## src/rtl/tvu_pkg.sv

```systemverilog
// Package with shared types and codes for the tile video unit.
`default_nettype none
package tvu_pkg;
   localparam logic [1:0] REQ_TICK   = 2'd0;
   localparam logic [1:0] REQ_WRITE  = 2'd1;
   localparam logic [1:0] REQ_READ   = 2'd2;
   localparam logic [1:0] REQ_UNUSED = 2'd3;

   localparam logic [2:0] REG_CTRL        = 3'd0;
   localparam logic [2:0] REG_MASK        = 3'd1;
   localparam logic [2:0] REG_STATUS      = 3'd2;
   localparam logic [2:0] REG_SPRITE_ADDR = 3'd3;
   localparam logic [2:0] REG_SPRITE_DATA = 3'd4;
   localparam logic [2:0] REG_SCROLL      = 3'd5;
   localparam logic [2:0] REG_ADDR        = 3'd6;
   localparam logic [2:0] REG_DATA        = 3'd7;

   localparam logic [13:0] ADDR_MASK = 14'h3FFF;

   // Classified command handed from the front part to the back part.
   typedef struct packed {
      logic [1:0] kind;
      logic [2:0] idx;
      logic [7:0] data;
   } cmd_type;
endpackage
`default_nettype wire

```

## src/rtl/tvu_front.sv

```systemverilog
// Front part: accepts requests and keeps a two-entry command queue.
`default_nettype none
module tvu_front (
   input  wire logic            clock,
   input  wire logic            reset,
   input  wire logic            start,
   output logic                 busy,
   input  wire logic [1:0]      req_type,
   input  wire logic [2:0]      req_reg_index,
   input  wire logic [7:0]      req_write_data,
   output logic                 cmd_valid,
   output tvu_pkg::cmd_type     cmd,
   input  wire logic            cmd_take
);
   tvu_pkg::cmd_type q_ff [2];
   tvu_pkg::cmd_type q_in [2];
   logic [1:0] cnt_ff, cnt_in;
   logic push;

   assign busy      = (cnt_ff == 2'd2);
   assign push      = start && !busy;
   assign cmd_valid = (cnt_ff != 2'd0);
   assign cmd       = q_ff[0];

   always_comb begin
      tvu_pkg::cmd_type c;
      c.kind = req_type;
      c.idx  = req_reg_index;
      c.data = req_write_data;
      q_in[0] = q_ff[0];
      q_in[1] = q_ff[1];
      cnt_in  = cnt_ff;
      if (cmd_take && cmd_valid) begin
         q_in[0] = q_ff[1];
         cnt_in  = cnt_in - 2'd1;
      end
      if (push) begin
         q_in[cnt_in[0]] = c;
         cnt_in = cnt_in + 2'd1;
      end
   end

   always_ff @(posedge clock) begin
      q_ff <= q_in;
      if (reset) begin
         cnt_ff <= 2'd0;
      end else begin
         cnt_ff <= cnt_in;
      end
   end
endmodule
`default_nettype wire

```

## config.mk

```make
export PLATFORM = sky130hd
export DESIGN_NAME = tvu_front
export DESIGN_NICKNAME = d
export VERILOG_FILES = /design/src/rtl/tvu_pkg.sv /design/src/rtl/tvu_front.sv
export SDC_FILE = /design/constraint.sdc
export NUM_CORES = 1
export LEC_CHECK = 0
export ABC_AREA = 1
export BUFFER_PORTS_ARGS = -buffer_cell sky130_fd_sc_hd__buf_2
export CORE_ASPECT_RATIO = 1.2
export CORE_MARGIN = 5
export CORE_UTILIZATION = 47
export CTS_BUF_LIST = sky130_fd_sc_hd__clkbuf_16
export DETAILED_ROUTE_END_ITERATION = 7
export PLACE_DENSITY = 0.74
export SKIP_LAST_GASP = 1
export SYNTH_ARGS = -nofsm -noshare
export SYNTH_HDL_FRONTEND = slang
export SYNTH_SLANG_ARGS = --single-unit
```

## constraint.sdc

```tcl
create_clock -name clock -period 1.4 [get_ports clock]
set_input_delay 0 -clock clock [delete_from_list [all_inputs] [get_ports clock]]
set_output_delay 0 -clock clock [all_outputs]
set_load 0.02 [all_outputs]
```

======== Word-level counts from Yosys, hierarchy flattened ========
Index checks and enable logic that the tools add are counted.
word-level totals
  register bits ........................... 28
  output and inout port bits .............. 15
  word-level logic and storage cells ...... 25
operators by class
  $add $sub $neg .......................... 2
  order comparisons ....................... 2
  eq/ne operators ......................... 1
  multiplexer cells ....................... 7
  bitwise operators ....................... 1
  reductions and logical operators ........ 5
operators by type and width
  kind                 number
  $bwmux 26            1
  $mux 13              2
  $mux 26              1
  $demux 13 s1         1
  $mux 2               2
  $logic_and 1x1->1    3
  $add 2x1->2 const B  1
  $eq 2x2->1 const B   1
  $ge 2x2->1 const B   1
  $lt 2x1->1 const B   1
  $not 1->2            1
  $reduce_bool 2->1    1
  $sub 2x1->2 const B  1
  $logic_not 1->1      1

======== Longest topological paths before layout ========
Gate-level depths: netlist of run 1.
  depth after elaboration ................. 10
  depth in mapped cells ................... 11

======== Worst setup path before layout of run 1 ========
No wires, ideal clock.
  path kind ............................... reg2reg
  start ................................... reg cnt_ff[0]
  end ..................................... reg cnt_ff[0]
  arrival time ............................ 1.575 ns
  slack ................................... -0.285 ns
  stages on the path, launching flop included .. 11
  clock period less this slack ............ 1.685 ns
  path through ............................ dfxtp_1 inv_1 ha_1 inv_2 nand3_1 nand2_4 buf_4 inv_1 ha_1 inv_1 nor2_1
on the way
  cells in the longest elaborated chain, start to end .. 5
  elaborated cells between the ends (all ways) .. 9
  those cells by class .................... add/sub: 2; eq/ne: 1; mux: 2; reduce/logical: 4
ends and longest elaborated chain
  element                   line             source
  start: declaration        tvu_front.sv:17  logic [1:0] cnt_ff, cnt_in;
  start signal: assignment  tvu_front.sv:48  cnt_ff <= cnt_in;
  $reduce_bool 2->1 *       tvu_front.sv:22  assign cmd_valid = (cnt_ff != 2'd0);
  named net cmd_valid       tvu_front.sv:11  output logic cmd_valid,
  $logic_and 1x1->1 *       tvu_front.sv:33  if (cmd_take && cmd_valid) begin
  $mux 2 *                  tvu_front.sv:33
  $add 2x1->2               tvu_front.sv:39  cnt_in = cnt_in + 2'd1;
  $mux 2 *                  tvu_front.sv:37  if (push) begin
  named net cnt_in[0]       tvu_front.sv:17
The timed path passes the listed nets; every way through them passes the cells marked *.
A chain may end at the register's enable or synchronous reset.

======== Worst setup path in the final report of run 1 ========
  start ................................... reg cnt_ff[0]
  end ..................................... reg cnt_ff[0]
on the way
  cells in the longest elaborated chain, start to end .. 5
  elaborated cells between the ends (all ways) .. 9
  those cells by class .................... add/sub: 2; eq/ne: 1; mux: 2; reduce/logical: 4
ends and longest elaborated chain
  element                                              line
  branches (longest 4 deep; another with $sub 2x1->2)  --
  $mux 2 *                                             tvu_front.sv:37
  named net cnt_in[0]                                  tvu_front.sv:17
Mark *: on every way through the listed nets, which the timed path passes.

==> results of run 1 <==
==> logic make-up (layout without fill, tap and decap cells) <==
logic type    Yosys count  in the layout  share of synthesized area, %
flops                  28             28                          52.6
buf+inv                27             66                          12.8
simple gates           94             94                          31.7
fa+ha+maj               3              3                          2.86
==> final timing paths <==
| path | slack, ns | cells past startpoint | end | startpoint |
|---|---|---|---|---|
| setup / recovery | 0.04 | 10 | cnt_ff[0]$_SDFF_PP0_ | cnt_ff[0]$_SDFF_PP0_ |
| hold / removal | 0.14 | 5 | cmd[10]$_DFF_P_ | start |
| setup reg to reg | 0.04 | 10 | cnt_ff[0]$_SDFF_PP0_ | cnt_ff[0]$_SDFF_PP0_ |
| hold reg to reg | 0.53 | 4 | cmd[6]$_DFF_P_ | register |
==> metrics by stage <==
stage                     instance area, sq um  utilization (%)
after floorplan                           1370                -
after global placement                    1470             53.8
after detailed placement                  1470             53.8
after CTS                                 1720             63.0
after global routing                      1750             64.1
final                                     1750             64.1
==> report_power, final <==
part           switching (uW)  total, uW  internal, uW  leakage [uW]
sequential                133       1330          1200      0.000247
clock                     261        830           569     0.0000511
combinational            1220       1980           760      0.000570
total                    1610       4140          2530      0.000867
==> worst min-delay path: stages <==
cell	delay, ns
buf_2	0.09
inv_1	0.08
nor2_4	0.06
nand3_1	0.07
nand2_1	0.04
==> layer usage <==
metal | up-vias | share of wire, % | GRT usage [%]
li1 | 543 | - | -
met1 | 459 | 41 | 16.5
met2 | 28 | 52 | 28.7
met3 | 5 | 4.8 | 2.64
met4 | 0 | 1.6 | 7.83
met5 | - | 0 | 0
==> area by class of cell <==
| class | count | area [sq um] | share of cell area [%] |
|---|---|---|---|
| Inverter | 9 | 46.3 | 2.64 |
| Sequential cell | 28 | 694 | 39.7 |
| Timing Repair Buffer | 53 | 363 | 20.7 |
| Tap cell | 34 | 42.5 | 2.43 |
| Clock inverter | 1 | 30.0 | 1.72 |
| Clock buffer | 3 | 75.1 | 4.29 |
| Multi-Input combinational cell | 97 | 499 | 28.5 |
==> what timing repair did <==
action / CTS / global route
setup buffers: 1 / 1
gates resized for setup: 0 / 6
hold buffers: 14 / 0
hold endpoints to repair: 26 / 0
setup endpoints to repair: 1 / 17
pin swaps: 1 / 3
==> cells in the final DEF, fill, tap and decap left out, types with 2 or more instances in the layout <==
cell type,netlist,final
clkbuf_16,0,3
nor2_4,2,2
nor2_1,3,3
dlygate4sd3_1,0,14
inv_1,8,4
nand3_1,15,13
inv_2,1,2
dfxtp_1,15,14
nand2_4,4,4
buf_2,2,31
nand2_1,70,70
buf_4,15,6
edfxtp_1,13,13
buf_6,1,2
ha_4,0,2
==> run_results.csv, run 1 <==
group,metric,value,unit
status,outcome,"complete, no violations",
synth,synth_top_area_cell,"edfxtp_1",
synth,seq_area_frac_synth,52.6,%
pwr,ir_worst_vdd,0.00158,V
floorplanning,die_area,3950,sq um
pwr,total_power,4140,uW
synth,ys.flop_type,"dfxtp_1",
routing,antenna_left,0,
timing,period_minus_slack,1.36,ns
critical_path,crit_path_frequent_cell,"nand2_4",
timing,rsz0062_at_grt,"true",
synth,yosysTopAreaCellShare,29.7,%
synth,async_flop_share,0,%
routing,drc,0,
synth,ys_types,13,
synth,ys_top_cells_by_area,"edfxtp_1, dfxtp_1, nand2_1, buf_4, nand3_1",
timing,setup_ws,0.0431,ns
grt,track_usage,15.3,%
place,pre_cts_slack,0.0120,ns
synth,synth_seq_cells,28,
floorplanning,core,2730,sq um
grt,grt_pass1_wl,4480,microns
clocking,insertion_delay,0.26,ns
critical_path,slowest_delay,0.36,ns
routing,post_drt_wl_per_cell,11.9,microns
critical_path,crit_fanout,5,
timing,whs,0.136,ns
timing,setup_viol,0,
timing,maxSlewViolCount,0,
synth,syn_inst,152,
place,port_buffers,31,
timing,hold_violations,0,
timing,clock_skew,0.00306,ns
timing,setup_tns,0,ns
place,place_congestion,0.734,
routing,via_per_inst,4.60,
synth,synthesis.area,1310,sq um
clocking,htreeDepth,1,
place,dp_hpwl,1920,microns
routing,dr.pass1.iters,4,
critical_path,crit_arrival,1.55,ns
floorplanning,pin_count,32,
timing,worstMarginPinSlew,0.164,ns
job,drv_cap,0,
routing,drtIter0Drc,31,
floorplanning,fp.dieH,67.9,microns
clocking,cts_buffers,3,
timing,fmax,737,MHz
critical_path,slowest_stage,"dfxtp_4",
critical_path,worstSetupEndpointType,"register",
synth,yosys-top-cells-count,"nand2_1, buf_4, dfxtp_1, nand3_1, edfxtp_1",
critical_path,crit_type,"reg -> reg",
synth,ys_warn_count,0,
floorplanning,std_cell_rows,21,
synth,avgSynthCellArea,8.63,sq um
final_layout,layout.nets,212,
critical_path,path_cells,"inv_4 -> ha_4 -> inv_6 -> nand2_4 -> nand2_4 -> nand2_4 -> inv_2 -> ha_4 -> inv_1 -> nor2_1",
timing,maxSlewHeadroom,89.0,%
clocking,cts_tree,"yes",
final_layout,drive_gt1_share,31.4,%
grt,grt_pass1_vias,1003,
critical_path,worstSetupStartpointType,"register",
critical_path,critPathTopFamily,"adder cells",
hold_path,hold_path_class,"in -> reg",
floorplanning,start_util,48.0,%
final_layout,antenna_cells,0,
pwr,p_per_area,2370,nW/um^2
synth,syn_nets,172,
clocking,clock-sinks,28,
floorplanning,fp.dieW,58.2,microns
timing,post-route-period-util,96.9,%
grt,grt_max_degree,17,
grt,antenna_found_initial,0,
routing,vias,1035,
clocking,path_clk_slew,0.07,ns
routing,wirelength,2680,microns
place,dp.cells,205,
final_layout,fillCellCount,227,
clocking,ctsLongestPathBuffers,2,
grt,overflow,0,
critical_path,cp.required,1.60,ns
synth,yosysMostFrequentCell,"nand2_1",
synth,synth-edff-count,13,
critical_path,cp_num_buf_inv,4,
clocking,clockRootBuffer,"clkbuf_16",
pwr,power.leakage,0.000867,uW
final_layout,finalNonFillerCells,225,
final_layout,area_growth,33.4,%
Note: power is estimated with default switching activity, not from simulation.
==> run 2: changes to the inputs <==
ABC_AREA = default   (was 1)
CORE_UTILIZATION = 55   (was 47)
PLACE_DENSITY = 0.82   (was 0.74)
clock period = 1.59 ns   (was 1.4 ns; I/O delays follow)
==> run_results.csv, run 2 <==
group,metric,value,unit
timing,maxSlewHeadroom,81.6,%
grt,antenna_found_initial,0,
timing,rsz0062_at_grt,"false",
synth,yosys-top-cells-count,"dfxtp_1, nand3_1, buf_4, edfxtp_1, mux2i_1",
timing,clock_skew,0.00424,ns
floorplanning,fp.dieH,63.0,microns
synth,avgSynthCellArea,11.9,sq um
synth,ys_types,22,
routing,post_drt_wl_per_cell,14.6,microns
routing,vias,916,
critical_path,cp.required,1.73,ns
synth,synthesis.area,1290,sq um
timing,post-route-period-util,94.6,%
clocking,cts_tree,"yes",
routing,drc,0,
synth,syn_inst,108,
clocking,cts_buffers,3,
clocking,clock-sinks,28,
floorplanning,fp.dieW,54.2,microns
timing,setup_viol,0,
critical_path,crit_arrival,1.65,ns
grt,use_met3,3.10,%
pwr,p_per_area,2080,nW/um^2
grt,grt_pass1_vias,1003,
routing,drtIter0Drc,32,
synth,yosysTopAreaCellShare,30.3,%
synth,ys_top_cells_by_area,"edfxtp_1, dfxtp_1, mux2i_1, buf_4, o21ai_2",
timing,whs,0.238,ns
clocking,htreeDepth,1,
synth,async_flop_share,0,%
floorplanning,start_util,57.1,%
clocking,clockRootBuffer,"clkbuf_16",
final_layout,fillCellCount,150,
routing,via_per_inst,5.06,
floorplanning,die_area,3420,sq um
floorplanning,core,2260,sq um
place,placedInstanceArea,1460,sq um
job,drv_cap,0,
critical_path,crit_type,"reg -> reg",
grt,grt_util_met1,20.1,%
timing,fmax,665,MHz
grt,grt_pass1_wl,4440,microns
timing,period_minus_slack,1.50,ns
place,dp_hpwl,1870,microns
place,dp.cells,161,
pwr,total_power,3530,uW
place,place_congestion,0.705,
final_layout,layout.cells.most_common,"buf_2",
pwr,ir_worst_vdd,0.00137,V
critical_path,worstSetupEndpointType,"register",
synth,syn_nets,128,
grt,overflow,0,
synth,synth_seq_cells,28,
clocking,path_clk_slew,0.06,ns
synth,seq_area_frac_synth,53.6,%
final_layout,layout.nets,171,
critical_path,crit_fanout,15,
timing,hold_violations,0,
grt,grt_max_degree,16,
final_layout,drive_gt1_share,45.3,%
critical_path,worstSetupStartpointType,"register",
final_layout,finalNonFillerCells,181,
pwr,power.leakage,0.000704,uW
floorplanning,std_cell_rows,19,
hold_path,hold_path_class,"in -> reg",
final_layout,final_cell_mix,"buf_2, nand3_1, dfxtp_1, dlygate4sd3_1",
timing,maxSlewViolCount,0,
final_layout,stdcell_area,1700,sq um
synth,synth-edff-count,13,
synth,ys_warn_count,0,
routing,wirelength,2640,microns
place,port_buffers,31,
routing,dr.pass1.iters,4,
final_layout,finish.utilization,75.2,%
status,outcome,"complete, no violations",
clocking,insertion_delay,0.26,ns
grt,busiest_layer,"met2",
final_layout,area_growth,31.8,%
final_layout,antenna_cells,0,
clocking,ctsLongestPathBuffers,2,
grt,track_usage,17.4,%
routing,antenna_left,0,
grt,grtUsageMet2,30.4,%
timing,worstMarginPinSlew,0.276,ns
floorplanning,pin_count,32,
synth,ys.flop_type,"dfxtp_1",
synth,synth_top_area_cell,"edfxtp_1",
-- run 2: changes by cell type after synthesis, moves of 2 or more --
cell / delta
nand2b_1: +2
buf_4: -2
o21ai_0: +4
nand2_4: -4
nor2_4: -2
inv_1: -3
o21ai_2: +10
nand2_1: -70
mux2i_1: +13
-- run 2: final cells by class --
type | count | area [sq um] | share of cell area [%]
inverter | 5 | 21.3 | 1.25
tap | 31 | 38.8 | 2.28
multi-input combinational | 58 | 495 | 29.2
timing repair buffer | 55 | 370 | 21.8
clock inverter | 1 | 3.75 | 0.221
sequential | 28 | 694 | 40.9
clock buffer | 3 | 75.1 | 4.42
-- run 2: cell families (layout without fill, tap and decap cells) --
logic type               after synthesis  in the layout  synth area share, %
flip-flops                            28             28                 53.6
AND/OR/NAND/NOR                       24             25                 10.1
buffers and inverters                 23             64                 11.8
AO/OA/AOI/OAI                         16             16                 9.32
multiplexers                          13             13                 10.1
adder cells (fa/ha/maj)                3              3                 2.91
XOR/XNOR                               1              1                 2.14
-- run 2: path summary, 6_finish.rpt --
kind                         from  cells past startpoint  slack [ns]              endpoint
max          cnt_ff[1]$_SDFF_PP0_                      6        0.09        cmd[6]$_DFF_P_
min                      cmd_take                      5        0.24  cnt_ff[1]$_SDFF_PP0_
max reg2reg  cnt_ff[1]$_SDFF_PP0_                      6        0.09        cmd[6]$_DFF_P_
min reg2reg        cmd[9]$_DFF_P_                      2        0.52        cmd[9]$_DFF_P_
-- run 2: what timing repair did --
item / CTS / global route
cloned: 1 / 0
endpoints found under the hold margin: 26 / 0
pin swaps: 0 / 1
hold buffers: 14 / 0
setup buffers: 0 / 1
setup endpoints to repair: 3 / 24
gates resized for setup: 0 / 1
-- run 2: where the power goes --
group          switching [uW]  internal, uW
clock network             211           336
logic                    1030           769
registers                 115          1070
total                    1360          2170
-- run 2: critical path: stages (launching register included) --
cell and delay (ns):
dfxtp_1 0.34, inv_2 0.06, ha_4 0.17, nor2b_4 0.17, buf_4 0.30, mux2i_1 0.27
o21ai_2 0.08
-- run 2: per-stage QoR --
step           worst slack [ns]  setup TNS, ns
6_report                 0.0867              0
5_1_grt                 0.00943              0
4_1_cts                 -0.0140        -0.0316
3_5_place_dp            0.00677              0
3_3_place_gp             0.0615              0
2_1_floorplan           -0.0317         -0.385
-- run 2: layer usage --
layer  vias to the layer above  part of all wire (%)
li1                        454                     -
met1                       430                    38
met2                        30                    55
met3                         2                   6.1
met4                         0                  0.61
met5                         -                     0
